[src/hdl/crlf_pkg.sv]
package crlf_pkg;

	localparam int unsigned NUM_OUTPUTS_DEF  = 32;
	localparam int unsigned NUM_SWITCHES_DEF = 16;

	localparam int unsigned FRAME_MAX = 8;
	localparam int unsigned CFG_DW    = 32;
	localparam int unsigned CFG_AW    = 3;

	typedef enum logic [2:0] {
		FUNC_RX      = 3'd0,
		FUNC_LEVEL   = 3'd1,
		FUNC_SWITCH  = 3'd2,
		FUNC_PLUNGER = 3'd3,
		FUNC_GYRO_X  = 3'd4,
		FUNC_GYRO_Y  = 3'd5,
		FUNC_TICK    = 3'd6
	} func_t;

	typedef enum logic [CFG_AW-1:0] {
		REG_OWN_ID       = 3'd0,
		REG_PARTNER_ID   = 3'd1,
		REG_NIGHT_CMD    = 3'd2,
		REG_DEBUG_CMD    = 3'd3,
		REG_HB_CODE      = 3'd4,
		REG_FORCED_MASK  = 3'd5,
		REG_HB_INTERVAL  = 3'd6
	} reg_idx_t;

	localparam logic [7:0] TYPE_LEVEL   = 8'h10;
	localparam logic [7:0] TYPE_SWITCH  = 8'h20;
	localparam logic [7:0] TYPE_HID     = 8'h21;
	localparam logic [7:0] TYPE_PLUNGER = 8'h30;
	localparam logic [7:0] TYPE_GYRO_X  = 8'h31;
	localparam logic [7:0] TYPE_GYRO_Y  = 8'h32;

	localparam logic [7:0]  PARTNER_ID_RST  = 8'd12;
	localparam logic [7:0]  NIGHT_CMD_RST   = 8'd170;
	localparam logic [15:0] HB_INTERVAL_RST = 16'd500;
	localparam logic [15:0] PLUNGER_RST     = 16'hFFFF;
	localparam logic [15:0] GYRO_RST        = 16'h7FFF;

	// One item's worth of link bytes plus the flags reported with it
	typedef struct packed {
		logic [FRAME_MAX-1:0][7:0] bytes;
		logic [3:0]                count;
		logic                      night;
		logic                      debug;
	} frame_t;

endpackage

[src/hdl/crlf_if.sv]
interface crlf_event_if;
	logic        valid;
	logic        ready;
	logic [2:0]  func;
	logic [4:0]  index;
	logic [15:0] value;
	logic [7:0]  hid_code;

	modport source (output valid, func, index, value, hid_code, input ready);
	modport sink   (input valid, func, index, value, hid_code, output ready);
endinterface

interface crlf_result_if;
	logic       valid;
	logic       ready;
	logic [7:0] out_byte;
	logic       byte_valid;
	logic       last;
	logic       night_flag;
	logic       debug_flag;

	modport source (output valid, out_byte, byte_valid, last, night_flag, debug_flag,
		input ready);
	modport sink   (input valid, out_byte, byte_valid, last, night_flag, debug_flag,
		output ready);
endinterface

[src/hdl/change_report_link_framer.sv]
// channel   dir  request payload
// --------  ---  ------------------------------------------------
// cfg_*     in   write enable, register index, 32-bit write data
// events    in   func, index, value, hid_code
// frames    out  out_byte, byte_valid, last, night_flag, debug_flag
//
// An accepted event is held in the input register, then is decoded in a
// single pass into 0, 2, 4 or 8 link bytes loaded into the result buffer.
// The buffer drains one result per cycle while the sink is ready; an event yields
// max(1, bytes) results, which pass from the input register through the buffer.
// The next event is taken while earlier results still wait in the buffer.
// Reset is asynchronous: config registers return to defaults, prior values to their seeds.
// A stalled result holds; the input register then holds and, once full, the input stalls.
module change_report_link_framer import crlf_pkg::*; #(
	parameter int unsigned NUM_OUTPUTS  = NUM_OUTPUTS_DEF,
	parameter int unsigned NUM_SWITCHES = NUM_SWITCHES_DEF
) (
	input  logic              clk,
	input  logic              arst_n,
	input  logic              cfg_we,
	input  logic [CFG_AW-1:0] cfg_index,
	input  logic [CFG_DW-1:0] cfg_data,
	crlf_event_if.sink        events,
	crlf_result_if.source     frames
);

	localparam int unsigned OUT_AW = (NUM_OUTPUTS > 1) ? $clog2(NUM_OUTPUTS) : 1;
	localparam int unsigned SW_AW  = (NUM_SWITCHES > 1) ? $clog2(NUM_SWITCHES) : 1;

	typedef enum logic [2:0] {
		PH_ID  = 3'b001,
		PH_CMD = 3'b010,
		PH_VAL = 3'b100
	} phase_t;

	logic [7:0]  own_id_q;
	logic [7:0]  partner_id_q;
	logic [7:0]  night_cmd_q;
	logic [7:0]  debug_cmd_q;
	logic [7:0]  hb_code_q;
	logic [31:0] forced_q;
	logic [15:0] hb_interval_q;

	logic        valid_s1;
	logic [2:0]  func_s1;
	logic [4:0]  index_s1;
	logic [15:0] value_s1;
	logic [7:0]  hid_s1;

	logic [7:0]              levels_q [NUM_OUTPUTS];
	logic [NUM_SWITCHES-1:0] switches_q;
	logic [15:0]             plunger_q;
	logic [15:0]             gyro_x_q;
	logic [15:0]             gyro_y_q;
	phase_t                  phase_q;
	logic                    pend_debug_q;
	logic                    night_q;
	logic                    debug_q;
	logic [15:0]             tick_q;

	phase_t      phase_d;
	logic        pend_debug_d;
	logic        night_d;
	logic        debug_d;
	logic [15:0] tick_d;
	logic [15:0] tick_inc;
	logic        level_we;
	logic        sw_we;
	logic        plunger_we;
	logic        gyro_x_we;
	logic        gyro_y_we;
	logic        out_hit;
	logic        sw_hit;
	logic [7:0]  level;
	logic        pressed;
	logic [7:0]  number;
	logic [7:0]  rx_b;
	logic [7:0]  prior_level;
	logic        prior_sw;
	frame_t      frame_d;
	logic        buf_free;
	logic        fire;

	assign fire          = valid_s1 && buf_free;
	assign events.ready  = !valid_s1 || buf_free;

	assign out_hit     = {1'b0, index_s1} < 6'(NUM_OUTPUTS);
	assign sw_hit      = {1'b0, index_s1} < 6'(NUM_SWITCHES);
	assign level       = value_s1[7:0];
	assign rx_b        = value_s1[7:0];
	assign pressed     = |value_s1;
	assign number      = {3'b000, index_s1} + 8'd1;
	assign tick_inc    = tick_q + 16'd1;
	assign prior_level = levels_q[index_s1[OUT_AW-1:0]];
	assign prior_sw    = switches_q[index_s1[SW_AW-1:0]];

	always_ff @(posedge clk or negedge arst_n) begin
		if (!arst_n) begin
			own_id_q      <= 8'h00;
			partner_id_q  <= PARTNER_ID_RST;
			night_cmd_q   <= NIGHT_CMD_RST;
			debug_cmd_q   <= 8'h00;
			hb_code_q     <= 8'h00;
			forced_q      <= 32'h0;
			hb_interval_q <= HB_INTERVAL_RST;
		end else if (cfg_we) begin
			case (reg_idx_t'(cfg_index))
				REG_OWN_ID:      own_id_q      <= cfg_data[7:0];
				REG_PARTNER_ID:  partner_id_q  <= cfg_data[7:0];
				REG_NIGHT_CMD:   night_cmd_q   <= cfg_data[7:0];
				REG_DEBUG_CMD:   debug_cmd_q   <= cfg_data[7:0];
				REG_HB_CODE:     hb_code_q     <= cfg_data[7:0];
				REG_FORCED_MASK: forced_q      <= cfg_data[31:0];
				REG_HB_INTERVAL: hb_interval_q <= cfg_data[15:0];
				default: ;
			endcase
		end
	end

	always_ff @(posedge clk or negedge arst_n) begin
		if (!arst_n) begin
			valid_s1 <= 1'b0;
		end else if (events.ready) begin
			valid_s1 <= events.valid;
		end
	end

	always_ff @(posedge clk) begin
		if (events.valid && events.ready) begin
			func_s1  <= events.func;
			index_s1 <= events.index;
			value_s1 <= events.value;
			hid_s1   <= events.hid_code;
		end
	end

	always_comb begin
		frame_d          = '0;
		frame_d.bytes[0] = own_id_q;
		frame_d.bytes[4] = own_id_q;
		phase_d          = phase_q;
		pend_debug_d     = pend_debug_q;
		night_d          = night_q;
		debug_d          = debug_q;
		tick_d           = tick_q;
		level_we         = 1'b0;
		sw_we            = 1'b0;
		plunger_we       = 1'b0;
		gyro_x_we        = 1'b0;
		gyro_y_we        = 1'b0;
		case (func_t'(func_s1))
			FUNC_RX: begin
				case (phase_q)
					PH_CMD: begin
						if (rx_b == night_cmd_q || rx_b == debug_cmd_q) begin
							// night wins when both commands share a byte
							pend_debug_d = (rx_b != night_cmd_q);
							phase_d      = PH_VAL;
						end else begin
							phase_d = PH_ID;
						end
					end
					PH_VAL: begin
						if (pend_debug_q) begin
							debug_d = |rx_b;
						end else begin
							night_d = |rx_b;
						end
						phase_d = PH_ID;
					end
					default: begin
						phase_d = (rx_b == partner_id_q) ? PH_CMD : PH_ID;
					end
				endcase
			end
			FUNC_LEVEL: begin
				if (out_hit && level != prior_level) begin
					level_we = 1'b1;
					if (debug_q || forced_q[index_s1]) begin
						frame_d.count    = 4'd4;
						frame_d.bytes[1] = TYPE_LEVEL;
						frame_d.bytes[2] = number;
						frame_d.bytes[3] = level;
					end
				end
			end
			FUNC_SWITCH: begin
				if (debug_q && sw_hit && pressed != prior_sw) begin
					sw_we            = 1'b1;
					frame_d.count    = 4'd4;
					frame_d.bytes[1] = TYPE_SWITCH;
					frame_d.bytes[2] = number;
					frame_d.bytes[3] = {7'b0, pressed};
					if (pressed && hid_s1 != 8'h00) begin
						frame_d.count    = 4'd8;
						frame_d.bytes[5] = TYPE_HID;
						frame_d.bytes[6] = number;
						frame_d.bytes[7] = hid_s1;
					end
				end
			end
			FUNC_PLUNGER: begin
				if (debug_q && value_s1 != plunger_q) begin
					plunger_we       = 1'b1;
					frame_d.count    = 4'd4;
					frame_d.bytes[1] = TYPE_PLUNGER;
					frame_d.bytes[2] = value_s1[15:8];
					frame_d.bytes[3] = value_s1[7:0];
				end
			end
			FUNC_GYRO_X: begin
				if (debug_q && value_s1 != gyro_x_q) begin
					gyro_x_we        = 1'b1;
					frame_d.count    = 4'd4;
					frame_d.bytes[1] = TYPE_GYRO_X;
					frame_d.bytes[2] = value_s1[15:8];
					frame_d.bytes[3] = value_s1[7:0];
				end
			end
			FUNC_GYRO_Y: begin
				if (debug_q && value_s1 != gyro_y_q) begin
					gyro_y_we        = 1'b1;
					frame_d.count    = 4'd4;
					frame_d.bytes[1] = TYPE_GYRO_Y;
					frame_d.bytes[2] = value_s1[15:8];
					frame_d.bytes[3] = value_s1[7:0];
				end
			end
			FUNC_TICK: begin
				if (tick_inc >= hb_interval_q) begin
					tick_d           = 16'd0;
					frame_d.count    = 4'd2;
					frame_d.bytes[1] = hb_code_q;
				end else begin
					tick_d = tick_inc;
				end
			end
			default: ;
		endcase
		frame_d.night = night_d;
		frame_d.debug = debug_d;
	end

	always_ff @(posedge clk or negedge arst_n) begin
		if (!arst_n) begin
			for (int i = 0; i < NUM_OUTPUTS; i++) begin
				levels_q[i] <= 8'h00;
			end
			switches_q   <= '0;
			plunger_q    <= PLUNGER_RST;
			gyro_x_q     <= GYRO_RST;
			gyro_y_q     <= GYRO_RST;
			phase_q      <= PH_ID;
			pend_debug_q <= 1'b0;
			night_q      <= 1'b0;
			debug_q      <= 1'b0;
			tick_q       <= 16'd0;
		end else if (fire) begin
			if (level_we) begin
				levels_q[index_s1[OUT_AW-1:0]] <= level;
			end
			if (sw_we) begin
				switches_q[index_s1[SW_AW-1:0]] <= pressed;
			end
			if (plunger_we) begin
				plunger_q <= value_s1;
			end
			if (gyro_x_we) begin
				gyro_x_q <= value_s1;
			end
			if (gyro_y_we) begin
				gyro_y_q <= value_s1;
			end
			phase_q      <= phase_d;
			pend_debug_q <= pend_debug_d;
			night_q      <= night_d;
			debug_q      <= debug_d;
			tick_q       <= tick_d;
		end
	end

	crlf_frame_buf u_buf (
		.clk    (clk),
		.arst_n (arst_n),
		.load   (fire),
		.frame  (frame_d),
		.free   (buf_free),
		.res    (frames)
	);

endmodule

[src/hdl/crlf_frame_buf.sv]
module crlf_frame_buf import crlf_pkg::*; (
	input  logic   clk,
	input  logic   arst_n,
	input  logic   load,
	input  frame_t frame,
	output logic   free,
	crlf_result_if.source res
);

	logic                      valid_q;
	logic [3:0]                left_q;
	logic                      status_q;
	logic                      night_q;
	logic                      debug_q;
	logic [FRAME_MAX-1:0][7:0] bytes_q;
	logic                      pop;
	logic                      is_last;

	assign pop     = valid_q && res.ready;
	assign is_last = (left_q == 4'd1);
	assign free    = !valid_q || (pop && is_last);

	always_ff @(posedge clk or negedge arst_n) begin
		if (!arst_n) begin
			valid_q <= 1'b0;
			left_q  <= 4'd1;
		end else if (load) begin
			valid_q <= 1'b1;
			left_q  <= (frame.count == 4'd0) ? 4'd1 : frame.count;
		end else if (pop) begin
			if (is_last) begin
				valid_q <= 1'b0;
			end else begin
				left_q <= left_q - 4'd1;
			end
		end
	end

	// Advance the byte queue by shifting; the head is always entry zero
	always_ff @(posedge clk) begin
		if (load) begin
			bytes_q  <= frame.bytes;
			status_q <= (frame.count == 4'd0);
			night_q  <= frame.night;
			debug_q  <= frame.debug;
		end else if (pop) begin
			bytes_q <= {8'h00, bytes_q[FRAME_MAX-1:1]};
		end
	end

	assign res.valid      = valid_q;
	assign res.out_byte   = status_q ? 8'h00 : bytes_q[0];
	assign res.byte_valid = !status_q;
	assign res.last       = is_last;
	assign res.night_flag = night_q;
	assign res.debug_flag = debug_q;

endmodule

[src/flat_wrapper.sv]
// flat-port wrapper written by rule: the top's interface ports become plain ports
module change_report_link_framer_flat import crlf_pkg::*;
#(
	parameter int unsigned NUM_OUTPUTS  = NUM_OUTPUTS_DEF,
	parameter int unsigned NUM_SWITCHES = NUM_SWITCHES_DEF
)
  (clk, arst_n, cfg_we, cfg_index, cfg_data, events_valid, events_func, events_index, events_value, events_hid_code, events_ready, frames_valid, frames_out_byte, frames_byte_valid, frames_last, frames_night_flag, frames_debug_flag, frames_ready);
  crlf_event_if events_i ();
  crlf_result_if frames_i ();
  input  logic clk;
  input  logic arst_n;
  input  logic cfg_we;
  input  logic [CFG_AW-1:0] cfg_index;
  input  logic [CFG_DW-1:0] cfg_data;
  input wire logic [$bits(events_i.valid)-1:0] events_valid;
  input wire logic [$bits(events_i.func)-1:0] events_func;
  input wire logic [$bits(events_i.index)-1:0] events_index;
  input wire logic [$bits(events_i.value)-1:0] events_value;
  input wire logic [$bits(events_i.hid_code)-1:0] events_hid_code;
  output wire logic [$bits(events_i.ready)-1:0] events_ready;
  output wire logic [$bits(frames_i.valid)-1:0] frames_valid;
  output wire logic [$bits(frames_i.out_byte)-1:0] frames_out_byte;
  output wire logic [$bits(frames_i.byte_valid)-1:0] frames_byte_valid;
  output wire logic [$bits(frames_i.last)-1:0] frames_last;
  output wire logic [$bits(frames_i.night_flag)-1:0] frames_night_flag;
  output wire logic [$bits(frames_i.debug_flag)-1:0] frames_debug_flag;
  input wire logic [$bits(frames_i.ready)-1:0] frames_ready;
  assign events_i.valid = events_valid;
  assign events_i.func = events_func;
  assign events_i.index = events_index;
  assign events_i.value = events_value;
  assign events_i.hid_code = events_hid_code;
  assign events_ready = events_i.ready;
  assign frames_valid = frames_i.valid;
  assign frames_out_byte = frames_i.out_byte;
  assign frames_byte_valid = frames_i.byte_valid;
  assign frames_last = frames_i.last;
  assign frames_night_flag = frames_i.night_flag;
  assign frames_debug_flag = frames_i.debug_flag;
  assign frames_i.ready = frames_ready;
  change_report_link_framer #(.NUM_OUTPUTS(NUM_OUTPUTS), .NUM_SWITCHES(NUM_SWITCHES)) u_core (.clk(clk), .arst_n(arst_n), .cfg_we(cfg_we), .cfg_index(cfg_index), .cfg_data(cfg_data), .events(events_i), .frames(frames_i));
endmodule
[config.mk]
export PLATFORM = sky130hd
export DESIGN_NAME = change_report_link_framer_flat
export DESIGN_NICKNAME = d
export VERILOG_FILES = /design/src/hdl/crlf_pkg.sv /design/src/hdl/crlf_if.sv /design/src/hdl/change_report_link_framer.sv /design/src/hdl/crlf_frame_buf.sv /design/src/flat_wrapper.sv
export SDC_FILE = /design/constraint.sdc
export NUM_CORES = 1
export LEC_CHECK = 0
export BUFFER_PORTS_ARGS = -buffer_cell sky130_fd_sc_hd__buf_2
export CORE_ASPECT_RATIO = 0.75
export CORE_MARGIN = 3
export CORE_UTILIZATION = 45
export DETAILED_ROUTE_END_ITERATION = 12
export PLACE_DENSITY_LB_ADDON = 0.12
export SLEW_MARGIN = 20
export SYNTH_ARGS = -nofsm -noshare
export SYNTH_HDL_FRONTEND = slang
export SYNTH_HIERARCHICAL = 1
export SYNTH_SLANG_ARGS = --single-unit
export TNS_END_PERCENT = 20
[constraint.sdc]
create_clock -name clk -period 7.8 [get_ports clk]
set_input_delay 1.56 -clock clk [delete_from_list [all_inputs] [get_ports clk]]
set_output_delay 1.56 -clock clk [all_outputs]
set_load 0.05 [all_outputs]
==> metrics.md, run 1 <==
| Metric | Value |
|---|---|
| Slew Limit Fails | 0 |
| Synth cell types | 63 |
| Tmin final | 5.29 ns |
| Share of layout cells above drive strength 1 | 0.386 |
| Worst Setup End Kind | flop |
| Main synth FF type | dfrtp_1 |
| Max cap viols | 0 |
| Most common cell after layout, fill and taps aside | mux2_2 |
| Routed Antenna Nets | 0 |
| # setup viols final | 0 |
| Root buffer cell | clkbuf_16 |
| Crit-path leading delay family | simple AND/OR/NAND/NOR gates |
| Mapped cell area | 0.0255 sq mm |
| Via-to-Cell Ratio | 5.74 |
| Io pins | 86 |
| Total GRT Usage | 0.215 |
| Pleak | 0.0129 uW |
| Antenna violations before repair | 1 |
| Clk_lat worst skew | 0.60 ns |
| CTS-repair resized insts | 0 |
| Max Clock Skew | 0.0218 ns |
| CP peak stage delay | 0.85 ns |
| Sequential share of the synthesized area | 0.548 |
| Clock sink count | 535 |
| Cts hold-fix bufs | 0 |
| First-pass GRT wire length | 97.7 mm |
| Max-slew headroom | 0.256 |
| Slowest library cell on the worst path | edfxtp_1 |
| Largest net degree at the start of global routing | 115 |
| DIE WIDTH | 281 um |
| Worst Path Arrival | 5.76 ns |
| Worst hold path class | flop to flop |
| Hpwl dp | 40.6 mm |
| Worst path bufs/invs | 1 |
| Max Fclk | 189 MHz |
| Dpl cell area | 0.0266 sq mm |
| Clock-pin slew on the worst setup and hold paths | 0.06 ns |
| Worst Tran Pin Value | 1.11 ns |
| Commonest cells after routing, fill and taps aside | 455 x mux2_2, 376 x dfrtp_1, 123 x mux2i_1, 99 x edfxtp_1, 84 x buf_2 |
| Worst Setup Start Kind | flop |
| Vias in the first global route | 15600 |
| Final hold vios | 0 |
| Total grt overflow | 0 |
| WL final | 63.7 mm |
| Die area | 0.0596 sq mm |
| Syn Inst Count | 1875 |
| Die H | 212 um |
| Critical path type | flop to flop |
| Synth Area per Inst | 13.6 sq um |
| Cell area power density | 293 mW/mm^2 |
| Iter 0 DRT Violations | 1399 |
| Worst Hold Slack | 0.503 ns |
| Unrepaired setup endpoints after global routing | no |
| Port bufs | 85 |
| Setup bufs post-CTS | 0 |
| PnR Total Power | 8320 uW |
| Tcrit/Tclk final | 0.678 |
| CP cell instances | nor2b_4, a22oi_1, nand3_1, o211ai_1, a21o_1, a2111oi_0, and4_1, buf_4, or3_1, mux2_2 |
| Peak supply drop | 210 uV |
| Clock buffer count from CTS | 53 |
| Layout Nets | 2028 |
| CP max FO | 30 |
| Gpl congestion | 0.852 |
| N_diodes | 0 |
| CTS tree | yes |
| Core area | 0.0552 sq mm |
| Clock Tree Buf Depth | 3 |
| Rows | 74 |
| Register bit total from synthesis | 535 |
| EDFF count, synth | 99 |
| Status | finished, final reports clean |
| WP data required | 8.27 ns |
| Wire per inst | 23.6 um |
| Async set-reset flop share out of synthesis | 0.815 |
| Setup TNS | 0 ns |
| Residual DRC count | 0 |
| Fin area | 0.0284 sq mm |
| # H-tree levels | 2 |
| Vias | 15500 |
| DRT Pass-1 Iters | 5 |
| Initial core utilization | 0.462 |
| Ys Warns | 6 |
| Syn-to-layout area delta | 11.4% |
-- cell usage after synthesis (all sizes together), types with 27 or more instances --
library cell / count / area, sq um
dfrtp: 376 / 9410
nor4: 27 / 289
clkbuf: 81 / 304
dfstp: 60 / 1580
mux2: 456 / 5130
and2: 27 / 169
o21ai: 41 / 205
xnor2: 35 / 307
buf: 48 / 310
mux2i: 123 / 1230
a22oi: 54 / 405
xor2: 62 / 543
nand2: 60 / 225
nand3: 42 / 210
inv: 28 / 105
edfxtp: 99 / 2970
nor2: 29 / 109
-- registers in the layout, indices dropped and copies added (netlist names), 16 cells and up --
name                  cells
u_core/value_s1          16
u_core/levels_q         256
u_core/switches_q        16
u_core/tick_q            16
u_core/gyro_y_q          16
u_core/forced_q          32
u_core/u_buf/bytes_q     64
u_core/gyro_x_q          16
u_core/hb_interval_q     16
u_core/plunger_q         16
-- path summary, 6_finish.rpt --
kind | start | end | slack [ns] | cells past startpoint
worst max register to register | u_core/index_s1[2] | u_core/levels_q[38] | 2.51 | 10
max in group asynchronous | arst_n | u_core/levels_q[159] | 5.21 | 2
worst min-delay path | u_core/forced_q[30] | u_core/forced_q[30] | 0.50 | 1
worst max-delay path | u_core/index_s1[2] | u_core/levels_q[38] | 2.51 | 10
worst min register to register | u_core/forced_q[30] | u_core/forced_q[30] | 0.50 | 1
min in group asynchronous | arst_n | u_core/levels_q[116] | 1.05 | 1
-- metal layers --
| metal | wire length [um] | global-route usage | vias to the layer above | share of wire |
|---|---|---|---|---|
| met2 | 26400 | 0.303 | 387 | 0.41 |
| met5 | 0 | 0 | - | 0 |
| met3 | 3840 | 0.0397 | 68 | 0.060 |
| li1 | - | - | 6952 | - |
| met4 | 866 | 0.0407 | 0 | 0.014 |
| met1 | 32600 | 0.346 | 8081 | 0.51 |
-- power breakdown --
part / switching [uW] / total (uW) / internal, uW
clock network: 1090 / 2590 / 1500
logic: 1160 / 1960 / 809
registers: 298 / 3770 / 3470
-- cells by family after synthesis --
group / count (synthesis) / share of synthesized area
multiplexers: 596 / 0.265
flip-flops: 535 / 0.548
AND/OR/NAND/NOR: 302 / 0.0699
AO/OA/AOI/OAI: 162 / 0.0443
buffers and inverters: 159 / 0.0285
XOR/XNOR: 97 / 0.0333
adder cells (fa/ha/maj): 23 / 0.0113
other: 1 / 0.000147
-- per-stage QoR --
step / instances / setup WS [ns] / util
2_1_floorplan: 1885 / 3.56 / -
3_3_place_gp: 2598 / 2.31 / 0.482
3_5_place_dp: 2599 / 2.29 / 0.482
4_1_cts: 2699 / 2.64 / 0.514
5_1_grt: 2700 / 2.29 / 0.514
6_report: 2700 / 2.51 / 0.514
-- cell type report --
| class | instances | area (sq um) |
|---|---|---|
| Timing Repair Buffer | 122 | 783 |
| Inverter | 30 | 113 |
| Sequential cell | 535 | 14000 |
| Clock buffer | 80 | 1550 |
| Fill cell | 4694 | 26800 |
| Multi-Input combinational cell | 1191 | 10900 |
| Clock inverter | 20 | 203 |
| Tap cell | 722 | 903 |
(Power assumes the default switching activity.)
==> run 2, diff against run 1 <==
--- a/config.mk
+++ b/config.mk
@@ -5,6 +5,7 @@
 export SDC_FILE = /design/constraint.sdc
 export NUM_CORES = 1
 export LEC_CHECK = 0
+export ABC_AREA = 1
 export BUFFER_PORTS_ARGS = -buffer_cell sky130_fd_sc_hd__buf_2
 export CORE_ASPECT_RATIO = 0.75
 export CORE_MARGIN = 3
==> constraint.sdc (replaced) <==
create_clock -name clk -period 5.35 [get_ports clk]
set_input_delay 1.07 -clock clk [delete_from_list [all_inputs] [get_ports clk]]
set_output_delay 1.07 -clock clk [all_outputs]
set_load 0.05 [all_outputs]
==> run 2 against run 1 <==
Global-route usage rose by 4.4 points. Worst hold slack got worse by 0.028 ns. Cell area rose by 7.4%. Area after synthesis rose by 9.5%. First-iteration DRC count rose by 120%. Combinational power rose by 100%. Fmax rose by 27%. Core utilization fell by 1.4 points. Setup slack got worse by 1.3 ns. Register-to-register slack got worse by 1.3 ns. Critical path type unchanged. Critical endpoint is now u_core/levels_q[43]. Largest power group unchanged. Highest routed layer unchanged.
==> metrics.md, run 2 <==
| Metric | Value |
|---|---|
| Area leader, netlist | dfrtp_1 |
| Unrepaired setup endpoints after global routing | no |
| Most frequent cell after synthesis | nand2_1 |
| Largest net degree at the start of global routing | 185 |
| Setup ws final | 1.20 ns |
| Hpwl dp | 52.6 mm |
| Share of layout cells above drive strength 1 | 0.0975 |
| Register bit total from synthesis | 535 |
| Most flop-heavy register | u_core/levels_q |
| Vias in the first global route | 23200 |
| Die H | 222 um |
| Initial core utilization | 0.458 |
| Tmin final | 4.15 ns |
| Root buffer cell | clkbuf_16 |
| Io pins | 86 |
| Total GRT Usage | 0.259 |
| Share of the synthesized area in the top cell type | 0.337 |
| DIE WIDTH | 294 um |
| Async set-reset flop share out of synthesis | 0.815 |
| Status | finished, final reports clean |
| Via-to-Cell Ratio | 5.63 |
| Peak supply drop | 266 uV |
| Clock sink count | 535 |
| WP data required | 5.84 ns |
| Cells taking the most area after synthesis | dfrtp_1 34%, nand2_1 19%, edfxtp_1 11% |
| # setup viols final | 0 |
| Worst Setup End Kind | flop |
| Worst Path Arrival | 4.64 ns |
| Routed Antenna Nets | 0 |
| Final hold vios | 0 |
| Most common cell after layout, fill and taps aside | nand2_1 |
| Cell area power density | 440 mW/mm^2 |
| Cts hold-fix bufs | 0 |
| Vias | 24500 |
| Syn Inst Count | 3528 |
| Synth Area per Inst | 7.91 sq um |
| Antenna violations before repair | 1 |
| Ys Warns | 6 |
| R2R setup slack | 1.20 ns |
| EDFF count, synth | 99 |
| Worst Hold Slack | 0.475 ns |
| Max cap viols | 0 |
| Main synth FF type | dfrtp_1 |
| Port bufs | 85 |
| Clock-pin slew on the worst setup and hold paths | 0.06 ns |
| # H-tree levels | 2 |
| CP max FO | 67 |
| Sequential share of the synthesized area | 0.500 |
| Worst Setup Start Kind | flop |
| Pleak | 0.0152 uW |
| Worst Tran Pin Value | 1.09 ns |
| Final core utilization | 0.501 |
| CTS tree | yes |
| Dpl cell area | 0.0287 sq mm |
| Fillers | 5954 |
| DRT Pass-1 Iters | 7 |
| Clk_lat worst skew | 0.63 ns |
| Mapped cell area | 0.0279 sq mm |
| GR Util met1 | 0.400 |
| Core area | 0.0609 sq mm |
| Dpl ws | 1.34 ns |
| Gpl congestion | 0.862 |
| Setup bufs post-CTS | 0 |
| CTS-repair resized insts | 0 |
| Post-synth top cells | 1413 x nand2_1, 376 x dfrtp_1, 301 x nand4_1 |
| Fin area | 0.0305 sq mm |
| Clock Tree Buf Depth | 3 |
| Max Fclk | 241 MHz |
| Die area | 0.0651 sq mm |
| Critical path type | flop to flop |
| Grt met3 use | 0.0603 |
| Setup TNS | 0 ns |
| Total grt overflow | 0 |
| Syn-to-layout area delta | 9.24% |
| Max FFs per register | 256 |
| Max-slew headroom | 0.266 |
| Layout Nets | 3605 |
| Synth cell types | 49 |
| First-pass GRT wire length | 134 mm |
| Clock buffer count from CTS | 55 |
| Largest regs | u_core/levels_q (256), u_core/u_buf/bytes_q (64), u_core/forced_q (32) |
| Gr busiest metal | met1 |
| Slew Limit Fails | 0 |
| Wire per inst | 19.5 um |
| Routing usage on met2 | 0.362 |
| Iter 0 DRT Violations | 3038 |
| Tcrit/Tclk final | 0.775 |
| Max Clock Skew | 0.0451 ns |
| Residual DRC count | 0 |
| WL final | 85.0 mm |
| Worst hold path class | flop to flop |
| Commonest cells after routing, fill and taps aside | 1413 x nand2_1, 376 x dfrtp_1, 301 x nand4_1, 259 x inv_1, 207 x o21ai_0 |
| Rows | 78 |
run 2: changes by cell type after synthesis, sizes merged, moves of 37 or more:
cell   change
buf       +89
xor2      -37
nor2     +159
mux2     -440
mux2i    -122
nand4    +294
o21ai    +202
nand2   +1357
inv      +236
nand3     +64
a22oi     -54
run 2: report_power, final:
part           internal [uW]  switching [uW]  leakage (uW)
Combinational           1020            2990       0.00768
Clock                   2250            1680      0.000888
Sequential              5060             416       0.00668
Total                   8330            5080        0.0152
run 2: layer usage:
metal  vias to the layer above  routed length, um
li1                      11500                  -
met4                         0               2030
met1                     11800              39600
met3                       154               8090
met5                         -                  0
met2                      1021              35300
run 2: cell families (layout without fill, tap and decap cells):
logic type               Yosys count  in the layout  share of synthesized area
AND/OR/NAND/NOR                 2092           2092                      0.325
flip-flops                       535            535                      0.500
buffers and inverters            484            496                     0.0784
AO/OA/AOI/OAI                    319            319                     0.0610
XOR/XNOR                          57             57                     0.0179
adder cells (fa/ha/maj)           23             23                     0.0103
multiplexers                      17             17                    0.00681
other                              1             12                   0.000134
run 2: cell type report:
| class | count | area [sq um] | area share |
|---|---|---|---|
| inverters | 269 | 1020 | 0.0336 |
| clock buffers | 82 | 1600 | 0.0525 |
| flip-flops and latches | 535 | 14000 | 0.458 |
| clock inverters | 15 | 198 | 0.00648 |
| repair buffers | 130 | 873 | 0.0286 |
| well taps | 800 | 1000 | 0.0328 |
| diodes | 1 | 2.50 | 0.0000821 |
| multi-input cells | 2519 | 11800 | 0.388 |
run 2: stage by stage:
stage / power (uW) / instances
floorplan: 8210 / 3538
global placement: 9390 / 4253
detailed placement: 9470 / 4253
CTS: 13400 / 4350
global route: 14100 / 4351
finish: 13400 / 4351
run 2: path summary, 6_finish.rpt:
| kind | startpoint | end | cells past startpoint |
|---|---|---|---|
| min | u_core/levels_q[10] | u_core/levels_q[10] | 2 |
| min reg2reg | u_core/levels_q[10] | u_core/levels_q[10] | 2 |
| min in group asynchronous | arst_n | u_core/levels_q[248] | 1 |
| max in group asynchronous | arst_n | u_core/levels_q[57] | 2 |
| max | u_core/index_s1[0] | u_core/levels_q[43] | 17 |
| max reg2reg | u_core/index_s1[0] | u_core/levels_q[43] | 17 |
run 2: critical path: stages, from the launching register on:
cell	delay, ns
edfxtp_1	0.46
inv_4	0.60
buf_4	0.34
buf_4	0.28
nor2_1	0.07
o21ai_0	0.25
nand2_1	0.10
nand2_1	0.10
o21ai_1	0.09
nand3_1	0.13
nand2_1	0.06
nand2_1	0.07
nor2_1	0.05
nand2_2	0.17
buf_4	0.43
nand4_1	0.44
nand2_1	0.20
nand2_1	0.06
==> run 3, diff against run 2 <==
==> constraint.sdc (replaced) <==
create_clock -name clk -period 4.2 [get_ports clk]
set_input_delay 0.84 -clock clk [delete_from_list [all_inputs] [get_ports clk]]
set_output_delay 0.84 -clock clk [all_outputs]
set_load 0.05 [all_outputs]
==> run 3 against run 2 <==
Cell area up 1.4%. Sequential cell count unchanged. Highest routed layer unchanged. Largest cell class unchanged. Routed wire length up 0.70%. Clock power up 31%. Sequential power up 27%. Power up 29%. Largest power group unchanged. Combinational power up 28%. Die area unchanged.
==> metrics.md, run 3 (synthesis gave the netlist of run 2 again) <==
| Metric | Value |
|---|---|
| Dpl cell area | 0.0290 sq mm |
| Clock-pin slew on the worst setup and hold paths | 0.06 ns |
| Syn-to-layout area delta | 10.8% |
| Routed Antenna Nets | 0 |
| Cell area power density | 558 mW/mm^2 |
| Cts hold-fix bufs | 0 |
| Port bufs | 85 |
| Largest net degree at the start of global routing | 257 |
| Clock Tree Buf Depth | 3 |
| Tmin final | 3.91 ns |
| Unrepaired setup endpoints after global routing | no |
| Dpl ws | 0.301 ns |
| Worst Hold Slack | 0.238 ns |
| Crit path top cell by count | nand2_1 |
| PnR Total Power | 17300 uW |
| Gpl congestion | 0.885 |
| Setup bufs post-CTS | 0 |
| Worst Path Arrival | 4.39 ns |
| Pleak | 0.0155 uW |
| CP max FO | 34 |
| Initial core utilization | 0.458 |
| Hpwl dp | 53.3 mm |
| Clk_lat worst skew | 0.62 ns |
| Most common cell after layout, fill and taps aside | nand2_1 |
| Antenna violations before repair | 2 |
| Rows | 78 |
| # H-tree levels | 2 |
| Core area | 0.0609 sq mm |
| Most flop-heavy register | u_core/levels_q |
| Slowest library cell on the worst path | edfxtp_1 |
| # setup viols final | 0 |
| Commonest cells after routing, fill and taps aside | 1413 x nand2_1, 376 x dfrtp_1, 301 x nand4_1, 259 x inv_1, 207 x o21ai_0 |
| Vias in the first global route | 23000 |
| DIE WIDTH | 294 um |
| Iter 0 DRT Violations | 2931 |
| Total grt overflow | 0 |
| CP peak stage delay | 0.47 ns |
| Max-slew headroom | 0.413 |
| Setup ws final | 0.293 ns |
| Tcrit/Tclk final | 0.930 |
| Max cap viols | 0 |
| Clock buffer count from CTS | 57 |
| Layout Nets | 3637 |
| Max Clock Skew | 0.0270 ns |
| Root buffer cell | clkbuf_16 |
| Clock sink count | 535 |
| Fin area | 0.0309 sq mm |
| Wire per inst | 19.5 um |
| Die H | 222 um |
| Status | finished, final reports clean |
| Slew Limit Fails | 0 |
| Vias | 24500 |
| WL final | 85.6 mm |
| CTS tree | yes |
| Critical path type | flop to flop |
| Worst Tran Pin Value | 0.879 ns |
| Worst Setup End Kind | flop |
| Total GRT Usage | 0.258 |
| Max Fclk | 256 MHz |
| Io pins | 86 |
| DRT Pass-1 Iters | 8 |
| Share of layout cells above drive strength 1 | 0.107 |
| CP cell instances | inv_4, buf_4, nand2_1, nand3_1, nand2_1, nand2_1, nand2_1, o21ai_1, nand3_1, nand2_1, nor2_1, nand2_2, inv_1, nand2_2, buf_4, nand4_1, nand2_1, nand2_1 |
| Max FFs per register | 256 |
| Residual DRC count | 0 |
| WP data required | 4.68 ns |
| Die area | 0.0651 sq mm |
| Final hold vios | 0 |
| Peak supply drop | 507 uV |
| First-pass GRT wire length | 134 mm |
| Largest regs | u_core/levels_q (256), u_core/u_buf/bytes_q (64), u_core/forced_q (32) |
| Worst Setup Start Kind | flop |
| Setup TNS | 0 ns |
| Via-to-Cell Ratio | 5.59 |
| Worst hold path class | primary input to asynchronous set/reset pin |
[run 3: cell count changes in the layout (fill, tap and decap cells not counted), moves of 2 or more]
cell	before	now
buf_12	8	13
buf_4	37	60
clkbuf_1	14	12
clkbuf_16	55	59
clkbuf_8	12	10
clkinv_2	8	13
clkinvlp_4	1	3
[run 3: timing repair]
item,4_1_cts,5_1_grt
hold endpoints to repair,0,0
gates resized for setup,0,2
endpoints found under the setup margin,0,68
[run 3: routing by layer]
layer / wire length, um / global-route usage
met1: 40900 / 0.408
met2: 35200 / 0.357
met3: 7760 / 0.0592
met4: 1790 / 0.0565
met5: 0 / 0
[run 3: cell type report]
class                   instances  area [sq um]
multi-input cells            2519         11800
well taps                     800          1000
flip-flops and latches        535         14000
fillers                      5997         30000
diodes                          2          5.00
repair buffers                160          1200
clock buffers                  80          1630
inverters                     269          1020
clock inverters                22           253
[run 3: report_power, final]
| part | leakage, uW | internal, uW | switching, uW |
|---|---|---|---|
| clock | 0.000927 | 3000 | 2140 |
| sequential | 0.00668 | 6440 | 524 |
| combinational | 0.00787 | 1360 | 3790 |
[run 3: worst paths after layout]
path / from / endpoint / slack, ns / cells after the start
worst max-delay path: u_core/index_s1[0] / u_core/levels_q[213] / 0.29 / 18
worst min-delay path: arst_n / u_core/levels_q[175] / 0.24 / 1
worst max register to register: u_core/index_s1[0] / u_core/levels_q[213] / 0.29 / 18
worst min register to register: u_core/levels_q[10] / u_core/levels_q[10] / 0.48 / 2
max in group asynchronous: arst_n / u_core/levels_q[210] / 2.91 / 2
min in group clk: events_value[9] / u_core/value_s1[9] / 0.40 / 1
[run 3: stage by stage]
stage | instances | utilization
final | 4387 | 0.508
after global routing | 4385 | 0.507
after CTS | 4383 | 0.506
after detailed placement | 4281 | 0.475
after global placement | 4281 | 0.475
after floorplan | 3538 | -
[run 3: critical path: cells and delay by family, from the launching register on]
family	cells	cell delay, ns
buffers and inverters	4	1.10
and+or+nand+nor	13	1.80
DFF	1	0.47
AOI/OAI and AO/OA	1	0.37
